## config.mk

```make
export PLATFORM = sky130hd
export DESIGN_NAME = three_wire_serial_rtc_master
export DESIGN_NICKNAME = d
export VERILOG_FILES = /design/src/design/tws_pkg.sv /design/src/design/tws_core.sv /design/src/design/three_wire_serial_rtc_master.sv
export VERILOG_INCLUDE_DIRS = /design/src /design/src/design
export SDC_FILE = /design/constraint.sdc
export NUM_CORES = 1
export LEC_CHECK = 0
export BUFFER_PORTS_ARGS = -buffer_cell sky130_fd_sc_hd__buf_2
export CORE_ASPECT_RATIO = 1.1
export CORE_MARGIN = 4
export CORE_UTILIZATION = 55
export DETAILED_ROUTE_END_ITERATION = 10
export PLACE_DENSITY_LB_ADDON = 0.08
export SLEW_MARGIN = 20
export SYNTH_ARGS = -nofsm -noshare
export SYNTH_HDL_FRONTEND = slang
export SYNTH_SLANG_ARGS = --single-unit
```

## constraint.sdc

```tcl
create_clock -name clk -period 6.1 [get_ports clk]
set_input_delay 0.61 -clock clk [delete_from_list [all_inputs] [get_ports clk]]
set_output_delay 0.61 -clock clk [all_outputs]
set_load 0.02 [all_outputs]
```

## src/design/three_wire_serial_rtc_master_defines.svh

```systemverilog
// Assertion macros for the three-wire serial master.
`ifndef THREE_WIRE_SERIAL_RTC_MASTER_DEFINES_SVH
`define THREE_WIRE_SERIAL_RTC_MASTER_DEFINES_SVH

`ifndef NO_ASSERTIONS
// checked only out of reset
`define TWS_ASSERT(lbl, prop) \
	lbl: assert property (@(posedge clk) disable iff (!arst_n) prop) \
		else $error("three_wire_serial_rtc_master: assertion failed");
// checked at every edge, reset included
`define TWS_ASSERT_ALWAYS(lbl, prop) \
	lbl: assert property (@(posedge clk) prop) \
		else $error("three_wire_serial_rtc_master: assertion failed");
`else
`define TWS_ASSERT(lbl, prop)
`define TWS_ASSERT_ALWAYS(lbl, prop)
`endif

`endif

```

## src/design/tws_pkg.sv

```systemverilog
package tws_pkg;

	typedef enum logic [1:0] {
		REQ_TICK  = 2'd0,
		REQ_WRITE = 2'd1,
		REQ_READ  = 2'd2
	} req_t;

	typedef enum logic [4:0] {
		PH_IDLE      = 5'b00001,
		PH_SEND_LOW  = 5'b00010,
		PH_SEND_HIGH = 5'b00100,
		PH_RECV_LOW  = 5'b01000,
		PH_RECV_HIGH = 5'b10000
	} phase_t;

	localparam logic [7:0] HALF_PERIOD_RESET = 8'd20;
	localparam logic [7:0] ADDR_READ_BIT     = 8'h01;
	localparam logic [7:0] ADDR_WRITE_MASK   = 8'hFE;
	localparam logic [3:0] LAST_BIT_BYTE     = 4'd7;
	localparam logic [3:0] LAST_BIT_WORD     = 4'd15;

	typedef struct packed {
		logic [1:0] req_type;
		logic [7:0] reg_addr;
		logic [7:0] write_data;
		logic       dat_in;
	} item_t;

	typedef struct packed {
		logic       chip_enable;
		logic       serial_clock;
		logic       dat_out;
		logic       dat_drive;
		logic       busy_res;
		logic       done_res;
		logic [7:0] read_data;
		logic       rejected;
	} result_t;

	typedef struct packed {
		logic busy;
		logic delay_nonzero;
	} status_t;

endpackage

```

## src/design/tws_core.sv

```systemverilog
module tws_core (
	input  logic             clk,
	input  logic             arst_n,
	input  logic             cfg_wen,
	input  logic [7:0]       cfg_wdata,
	input  logic             fire,
	input  tws_pkg::item_t   item,
	output tws_pkg::result_t res,
	output tws_pkg::status_t status
);
	import tws_pkg::*;

	logic [7:0]  half_period_q;
	phase_t      phase_q, phase_n;
	logic [3:0]  bit_q, bit_n;
	logic [15:0] send_q, send_n;
	logic [7:0]  delay_q, delay_n;
	logic [7:0]  rx_q, rx_n;
	logic        reading_q, reading_n;
	logic        busy, is_req, done, rej, sending, high, act;
	logic [7:0]  half;
	logic [3:0]  last;

	always_comb begin
		phase_n   = phase_q;
		bit_n     = bit_q;
		send_n    = send_q;
		delay_n   = delay_q;
		rx_n      = rx_q;
		reading_n = reading_q;
		done      = 1'b0;
		rej       = 1'b0;
		half      = (half_period_q == 8'd0) ? 8'd1 : half_period_q;
		busy      = (phase_q == PH_SEND_LOW) || (phase_q == PH_SEND_HIGH) ||
			(phase_q == PH_RECV_LOW) || (phase_q == PH_RECV_HIGH);
		is_req    = (item.req_type == REQ_WRITE) || (item.req_type == REQ_READ);
		last      = reading_q ? LAST_BIT_BYTE : LAST_BIT_WORD;

		if (!busy) begin
			phase_n = PH_IDLE;
			if (is_req) begin
				reading_n = (item.req_type == REQ_READ);
				if (item.req_type == REQ_READ) begin
					send_n = {8'h00, item.reg_addr | ADDR_READ_BIT};
					rx_n   = 8'h00;
				end else begin
					send_n = {item.write_data, item.reg_addr & ADDR_WRITE_MASK};
				end
				bit_n   = 4'd0;
				phase_n = PH_SEND_LOW;
				delay_n = half;
			end
		end else begin
			rej = is_req;
			if (delay_q > 8'd1) begin
				delay_n = delay_q - 8'd1;
			end else begin
				case (phase_q)
					PH_SEND_LOW: begin
						phase_n = PH_SEND_HIGH;
						delay_n = half;
					end
					PH_SEND_HIGH: begin
						send_n = {1'b0, send_q[15:1]};
						if (bit_q >= last) begin
							bit_n = 4'd0;
							if (reading_q) begin
								phase_n = PH_RECV_LOW;
								delay_n = half;
							end else begin
								phase_n = PH_IDLE;
								delay_n = 8'd0;
								done    = 1'b1;
							end
						end else begin
							bit_n   = bit_q + 4'd1;
							phase_n = PH_SEND_LOW;
							delay_n = half;
						end
					end
					PH_RECV_LOW: begin
						// sample on the tick that raises the clock
						rx_n[bit_q[2:0]] = item.dat_in;
						phase_n = PH_RECV_HIGH;
						delay_n = half;
					end
					PH_RECV_HIGH: begin
						if (bit_q >= LAST_BIT_BYTE) begin
							bit_n   = 4'd0;
							phase_n = PH_IDLE;
							delay_n = 8'd0;
							done    = 1'b1;
						end else begin
							bit_n   = bit_q + 4'd1;
							phase_n = PH_RECV_LOW;
							delay_n = half;
						end
					end
					default: begin
						phase_n = PH_IDLE;
					end
				endcase
			end
		end

		act     = (phase_n != PH_IDLE);
		sending = (phase_n == PH_SEND_LOW) || (phase_n == PH_SEND_HIGH);
		high    = (phase_n == PH_SEND_HIGH) || (phase_n == PH_RECV_HIGH);

		res.chip_enable  = act;
		res.serial_clock = high;
		res.dat_out      = sending & send_n[0];
		res.dat_drive    = sending;
		res.busy_res     = act;
		res.done_res     = done;
		res.read_data    = rx_n;
		res.rejected     = rej;

		status.busy          = busy;
		status.delay_nonzero = (delay_q != 8'd0);
	end

	always_ff @(posedge clk or negedge arst_n) begin
		if (!arst_n) begin
			half_period_q <= HALF_PERIOD_RESET;
		end else if (cfg_wen) begin
			half_period_q <= cfg_wdata;
		end
	end

	always_ff @(posedge clk or negedge arst_n) begin
		if (!arst_n) begin
			phase_q   <= PH_IDLE;
			bit_q     <= 4'd0;
			send_q    <= 16'h0000;
			delay_q   <= 8'd0;
			rx_q      <= 8'h00;
			reading_q <= 1'b0;
		end else if (fire) begin
			phase_q   <= phase_n;
			bit_q     <= bit_n;
			send_q    <= send_n;
			delay_q   <= delay_n;
			rx_q      <= rx_n;
			reading_q <= reading_n;
		end
	end

endmodule

```

## src/design/three_wire_serial_rtc_master.sv

```systemverilog
// Three-wire (chip enable, serial clock, bidirectional data) master for a
// real-time-clock chip, LSB first. Every input transfer is one timing tick and
// yields exactly one result transfer holding the line levels after that tick.
// A write request sends the address (bit 0 cleared) then the data byte; a read
// request sends the address (bit 0 set) then clocks in one byte, sampling
// dat_in on the tick that raises the clock. Each clock half lasts half_period
// ticks (0 acts as 1). Requests while busy are ignored and flagged. Rate: one
// tick per clock cycle sustained while the receiver keeps out_ready high; a
// result is offered once its tick has passed through the input register and
// the single-pass state update has landed in the result register. Write
// half_period only while idle.
`include "three_wire_serial_rtc_master_defines.svh"

module three_wire_serial_rtc_master (
	input  logic       clk,
	input  logic       arst_n,
	input  logic       cfg_wen,
	input  logic [7:0] cfg_wdata,
	input  logic       in_valid,
	output logic       in_ready,
	input  logic [1:0] req_type,
	input  logic [7:0] reg_addr,
	input  logic [7:0] write_data,
	input  logic       dat_in,
	output logic       out_valid,
	input  logic       out_ready,
	output logic       chip_enable,
	output logic       serial_clock,
	output logic       dat_out,
	output logic       dat_drive,
	output logic       busy_res,
	output logic       done_res,
	output logic [7:0] read_data,
	output logic       rejected
);
	import tws_pkg::*;

	logic    valid_s1;
	item_t   item_s1;
	logic    out_valid_q;
	result_t res_q;
	result_t res_w;
	status_t status;
	logic    advance, fire, in_ready_w;

	assign advance    = !out_valid_q || out_ready;
	assign in_ready_w = !valid_s1 || advance;
	assign fire       = valid_s1 && advance;

	always_ff @(posedge clk or negedge arst_n) begin
		if (!arst_n) begin
			valid_s1 <= 1'b0;
		end else if (in_ready_w) begin
			valid_s1 <= in_valid;
		end
	end

	always_ff @(posedge clk) begin
		if (in_valid && in_ready_w) begin
			item_s1 <= '{req_type: req_type, reg_addr: reg_addr,
				write_data: write_data, dat_in: dat_in};
		end
	end

	tws_core u_core (
		.clk       (clk),
		.arst_n    (arst_n),
		.cfg_wen   (cfg_wen),
		.cfg_wdata (cfg_wdata),
		.fire      (fire),
		.item      (item_s1),
		.res       (res_w),
		.status    (status)
	);

	always_ff @(posedge clk or negedge arst_n) begin
		if (!arst_n) begin
			out_valid_q <= 1'b0;
		end else if (advance) begin
			out_valid_q <= valid_s1;
		end
	end

	always_ff @(posedge clk) begin
		if (fire) begin
			res_q <= res_w;
		end
	end

	assign in_ready     = in_ready_w;
	assign out_valid    = out_valid_q;
	assign chip_enable  = res_q.chip_enable;
	assign serial_clock = res_q.serial_clock;
	assign dat_out      = res_q.dat_out;
	assign dat_drive    = res_q.dat_drive;
	assign busy_res     = res_q.busy_res;
	assign done_res     = res_q.done_res;
	assign read_data    = res_q.read_data;
	assign rejected     = res_q.rejected;

	// a live clock half always has ticks left to count
	`TWS_ASSERT(a_delay_live, status.busy |-> status.delay_nonzero)
	`TWS_ASSERT(a_fire_fills, fire |=> out_valid_q)
	`TWS_ASSERT(a_done_idle, out_valid_q && res_q.done_res |-> !res_q.busy_res)
	`TWS_ASSERT_ALWAYS(a_accept_open, !out_valid_q |-> in_ready_w)

endmodule

```

* Word-level counts from Yosys, hierarchy flattened
Cells that the tools add are included.
Word-level totals: register bits 85, output and inout port bits 17
Cells by class: $add $sub $neg 2, $lt $le $gt $ge 5, equality and inequality tests 14, multiplexer cells 39, bitwise logic cells 2, reduce and logical (&&, ||, !) cells 21
Operators with widths (count):
- $mux 8 | 12
- $mux 16 | 5
- $mux 4 | 9
- $pmux 8 s3 | 1
- $pmux 5 s4 | 1
- $eq 5x2->1 const B | 2
- $eq 5x3->1 const B | 2
- $eq 5x5->1 const B | 2
- $mux 5 | 2
- $bwmux 8 | 1
- $gt 8x1->1 const B | 1
- $logic_not 8->1 | 1
- $logic_or 1x1->1 | 8
- $pmux 4 s2 | 1
- $reduce_and 4->1 | 2
- $sub 8x1->8 const B | 1
- $reduce_and 3->1 | 2
- $eq 5x4->1 const B | 1
- $ne 5x1->1 const B | 1
- $ne 5x5->1 const B | 1
- $add 4x1->4 const B | 1
- $ge 4x3->1 const B | 1
- $ge 4x4->1 | 1
- $lt 3x4->1 const B | 1
- 15 further kinds | 23

* Depth between registers and ports, before layout
depth in word-level cells 9, mapped depth 9, mapped depth without buffers 7

* Cells and area by module
A second synthesis with hierarchy kept.
Unflattened totals: cell total of the unflattened synthesis 385, area total of the unflattened synthesis 4189.0 um^2
Modules (own cells, without submodules):
- tws_core | instances 1, cells an instance 343, area an instance 3064.2 um^2, sequential area each 1255.0 um^2
- three_wire_serial_rtc_master | instances 1, cells an instance 42, area an instance 1124.8 um^2, sequential area each 1071.0 um^2

* Worst setup path after synthesis
No wires, ideal clock.
path kind input port to flip-flop, from input out_ready, to register u_core.send_q[0], library setup time 82 ps, data arrival time 2377 ps, slack 3641 ps, stages 7, cells stage by stage nand2b_1 nand2_1 inv_1 clkbuf_1 o21ai_1 o21ai_0 o2bb2ai_1
Between the ends: word-level cells in the longest chain between the ends 2
Ends and longest elaborated chain:
- start: declaration | line three_wire_serial_rtc_master.sv:26 | input logic out_ready,
- $logic_or 1x1->1 | line three_wire_serial_rtc_master.sv:46 | assign advance = !out_valid_q || out_ready;
- $logic_and 1x1->1 | line three_wire_serial_rtc_master.sv:48 | assign fire = valid_s1 && advance;
- via fire | line three_wire_serial_rtc_master.sv:44 | logic advance, fire, in_ready_w;
- end signal: assignment | line tws_core.sv:142 | send_q <= send_n;
- end: declaration | line tws_core.sv:16 | logic [15:0] send_q, send_n;
The timed path passes the listed nets, and every way through them passes these cells. A chain may end at the register's enable or synchronous reset.

* Worst setup path after layout
from register u_core.phase_q[2], to register u_core.bit_q[3]
Between the ends: word-level cells in the longest chain between the ends 6, elaborated cells on any way between the ends 14, classes of those cells eq/ne (6); mux (3); reduce/logical (5)
Ends and longest elaborated chain:
- start: declaration | line tws_core.sv:14 | phase_t phase_q, phase_n;
- start signal: assignment | line tws_core.sv:140 | phase_q <= phase_n;
- $eq 5x2->1 / $eq 5x3->1 (equally long branches) | line tws_core.sv:34, tws_core.sv:58
- $logic_or 1x1->1 (2 in series) | line tws_core.sv:34 | busy = (phase_q == PH_SEND_LOW) || (phase_q == PH_SEND_HIGH) ||
- $logic_or 1x1->1 | line tws_core.sv:35 | (phase_q == PH_RECV_LOW) || (phase_q == PH_RECV_HIGH);
- $ne 3x3->1 (no source line), or another cell as far along
- $reduce_and 4->1 (no source line)
- end signal: assignment | line tws_core.sv:141 | bit_q <= bit_n;
- end: declaration | line tws_core.sv:15 | logic [3:0] bit_q, bit_n;
Several ways; a longest one is shown, not always the timed one. The select of a mux whose other input is x is not followed.

==> results.md <==
- Entering global routing, the biggest net connects between 50 and 60 pins.
- By area the synthesized netlist is led by dfrtp_1, edfxtp_1, mux2_2, a22o_1, inv_1.
- Summing the sequential cell areas from Yosys gives 52.89% of the chip area.
- Of the total power, the share spent switching nets is between 30 and 40%.
- The area growth from synthesis to layout is 10.81%.
- The overall power consumption is ~1700 µW.
- At the later pin of the worst-skew pair, clock insertion delay measures around 0.35 ns.
- The number of buffers inserted by port buffering is 47.
- Detailed placement ended at an HPWL of just under 6000 µm.
- The most used flip-flop cell after synthesis is dfrtp_1.
- The compound-gate portion of the synthesized area is between 10% and 20%.
- The layout cell share with drive strength beyond 1 is between 20% and 30%.
- The flow ran to the end, and the final reports show no timing, DRC or antenna violations.
- For this run, the number of Yosys warnings is 0.
- The post-cts repair resize count is 0.
- The deepest level of the CTS H-tree is 3.
- After detailed routing, the average wire length per cell comes to about 17 µm.
- Traced cell by cell, the critical path runs through nor4b_1, a21oi_1, a21oi_2, a22oi_1, a221o_1.
- The flop and latch count out of synthesis is 84.
- The worst hold slack after final layout is around 0.37 ns.
- The worst path meets setup with roughly 3.3 ns of slack.
- After synthesis, the largest family of logic cells by area is compound AO/OA/AOI/OAI gates.
- The combinational share of power is 27.6%.
- The number of global-route vias before repair was ~3,000.
- The total of hold buffers inserted after clock tree synthesis is 0.
- When the netlist entered floorplanning its net count stood at roughly 420.
- In this run the critical register-to-register path is captured at u_core.bit_q[3].
- The worst register-to-register path begins at u_core.phase_q[2].
- The TritonCTS clock tree is built.
- The highest-delay cell along the critical path is a21oi_2.
- The antenna diode count is 0.
- The synthesized design devotes to its leading area cell type 28.62% of total area.
- The floorplan step defined a die boundary enclosing just over 9000 µm².
- Setup total negative slack on the finished layout was measured at 0 ns.
- The share of async-settable or async-resettable flops after synthesis is between 60% and 70%.
- The max-slew violation count came to 0.
- Of the total power, registers draw 49.2%.
- The post-placement setup slack is about 3 ns.
- IR analysis of the VDD net gives a maximum drop of approximately 0.20 mV.
- Routability-driven placement finished with a final weighted congestion of 0.8913.
- In the final design database the tool counted between 400 and 500 nets.
- The synthesized netlist devotes around 15% of its cell area to simple gates.
- Data on the critical path arrives at its endpoint at approximately 3 ns.
- For this run, the total global-route usage over all layers was measured as approximately a fifth.
- The total congestion overflow after global routing is 0.
- The worst reg-to-reg path cell count is 5.
- The commonest cells after synthesis are dfrtp_1, edfxtp_1, inv_1, nand2_1, nor2_1.
- The count of final setup violators is 0.
- Yosys instantiated no cell more often than dfrtp_1.
- For this design the static power due to leakage is approximately 0.0020 µW.
- The initial standard-cell utilization of the core is 57.01%.
- Fill cells in the final layout number 631.
- Cell internal power was estimated by the tool at 1089 µW.
- Setup repair after global routing left no endpoint under its margin.
- Headroom to the max-slew limit came out at between 30% and 40%.
- The area of the placeable core is roughly 7500 µm².
- At the worst endpoint, the required time is around 6.3 ns.
- Setup slack on the worst reg-to-reg path comes out at around 3.3 ns.
- The maximum clock skew at final layout is around 0.011 ns.
- The first routing iteration left 233 violations.
- The number of library cell types mapped by synthesis is about 70.
- For the pin with the worst max-slew slack, the measured transition is 0.9920 ns.
- The endpoint class of the critical path is a register.
- In this run the worst path has a maximum fanout of 19.
- After synthesis the cells add up to around 4300 µm².
- The synthesized design contains 32 enable-type register cells.
- The mux share of post-synthesis cell area is just under 7%.
- In this run the power density over the cells is about 350 nW/µm².
- The min-delay analysis places its worst path in the category in2async.
- The height of the die is 100.6 µm.
- The longest clock path from root to sink contains 2 buffers.
- The count of nets left with antenna violations once routing finished came out at 0.
- The clock net in this run drives a total of between 80 and 90 sinks.
- For this run, the share of the core covered by cells in the final layout is 63.17%.
- In the finished design, the share of the clock period the worst path needs comes to a little under half.
- In the routed design, unresolved DRC markers number 0.
- In this run the horizontal extent of the chip is 92.15 µm.
- The minimum clock period after layout is 2.806 ns.
- The final hold violation count is 0.
- The clock network accounts for between 20% and 30% of the total power.
- The worst setup path is launched from a register.
- The cell type contributing the most total cell area after synthesis is dfrtp_1.
- The first global-routing pass estimated roughly 15,000 µm of wire.
- The total wirelength of the detailed-routed design is just under 9000 µm.
- After clock tree synthesis, the setup repair step added 0 buffers.
- The floorplan row count is 33.
- The count of mapped cells out of synthesis is 381.
- The top-level I/O count is 49.
- Clock-pin slew was measured on the worst setup and hold paths at 0.09 ns.
- For this run, the detailed router's first-pass iteration total came to 5.
- Dividing the detail-routed via count by the number of cells gives roughly 6.
- The critical path is of the reg2reg type.
- The tool flagged a number of max-cap violations equal to 0.
- Static timing analysis puts the maximum clock frequency at 356.4 MHz.
- The analysis attributes to net switching a power of around 580 µW.
- The arithmetic-cell share of the synthesized area counting full adders, half adders and majority gates is ~1.5%.
- The critical path's largest stage delay is ~0.75 ns.
- Averaged over all synthesized cells, the footprint is 11.24 µm².
- Of the total synthesized cell area, the portion taken by XOR and XNOR cells is less than 1%.
- The initial antenna violation count was 0.
- The root buffer cell chosen for the clock tree is clkbuf_8.
- The number of clock buffers added by TritonCTS is 9.
- The vias after detailed routing is 3,224.
-- power by group through the flow --
stage          Combinational [µW]  Sequential, µW  Clock (µW)
2_1_floorplan                 349             816           0
3_3_place_gp                  443             821           0
3_5_place_dp                  456             827           0
4_1_cts                       459             816         395
5_1_grt                       513             834         427
6_report                      460             819         387
-- cell families after synthesis --
family	Yosys count
XOR/XNOR	1
adder cells (fa/ha/maj)	5
AO/OA/AOI/OAI	104
AND/OR/NAND/NOR	108
multiplexers	27
buffers and inverters	52
flip-flops	84
-- state kept, by name, indices dropped and copies added, names as in the netlist --
name                  count
u_core.bit_q              4
out_valid                 1
u_core.delay_q            8
serial_clock              1
item_s1                  18
read_data                 8
busy_res                  1
u_core.send_q            16
done_res                  1
dat_drive                 1
u_core.reading_q          1
dat_out                   1
u_core.half_period_q      8
rejected                  1
u_core.rx_q               8
valid_s1                  1
u_core.phase_q            5
-- layout make-up --
type | count | area, µm² | share of cell area (%)
clock buffer | 10 | 127.6 | 2.688
clock inverter | 6 | 65.06 | 1.371
timing repair buffer | 50 | 257.7 | 5.430
multi-input combinational | 245 | 1790 | 37.72
tap | 105 | 131.4 | 2.768
sequential | 84 | 2266 | 47.73
inverter | 29 | 108.9 | 2.293
-- how the worst max path moves through the flow --
stage                            startpoint               end
after floorplan                   out_ready  u_core.send_q[0]
after global placement            out_ready  u_core.send_q[0]
after detailed placement          out_ready  u_core.send_q[0]
after CTS                 u_core.phase_q[2]   u_core.bit_q[3]
after global routing              out_valid  u_core.send_q[0]
final                     u_core.phase_q[2]   u_core.bit_q[3]
-- critical path, delay by kind of cell (launching register included) --
kind | cells | cell delay, ns
and+or+nand+nor | 1 | 0.43
AOI/OAI and AO/OA | 4 | 1.70
DFF | 1 | 0.57
-- cells in the final DEF, fill, tap and decap left out, drive strengths merged, types with 11 or more instances in the layout --
master  count
a21oi      15
a22o       15
a32oi      11
buf        50
dfrtp      49
edfxtp     32
inv        29
mux2       21
nand2      20
nand4      11
nor2       20
nor3       18
o21ai      12
-- metal layers --
metal / up-vias / track usage (%) / wire, µm / share of wire (%)
met3: 14 / 4.630 / 498 / 5.7
met4: 0 / 6.514 / 144 / 1.6
met1: 1568 / 27.01 / 3958 / 45
met5: - / 0 / 0 / 0
met2: 116 / 31.85 / 4141 / 47
li1: 1526 / - / - / -
-- through the flow --
step	cell area, µm²	instances
floorplan	4284	381
global placement	4554	513
detailed placement	4554	513
CTS	4747	529
global route	4747	529
finish	4747	529
(Power assumes the default switching activity.)
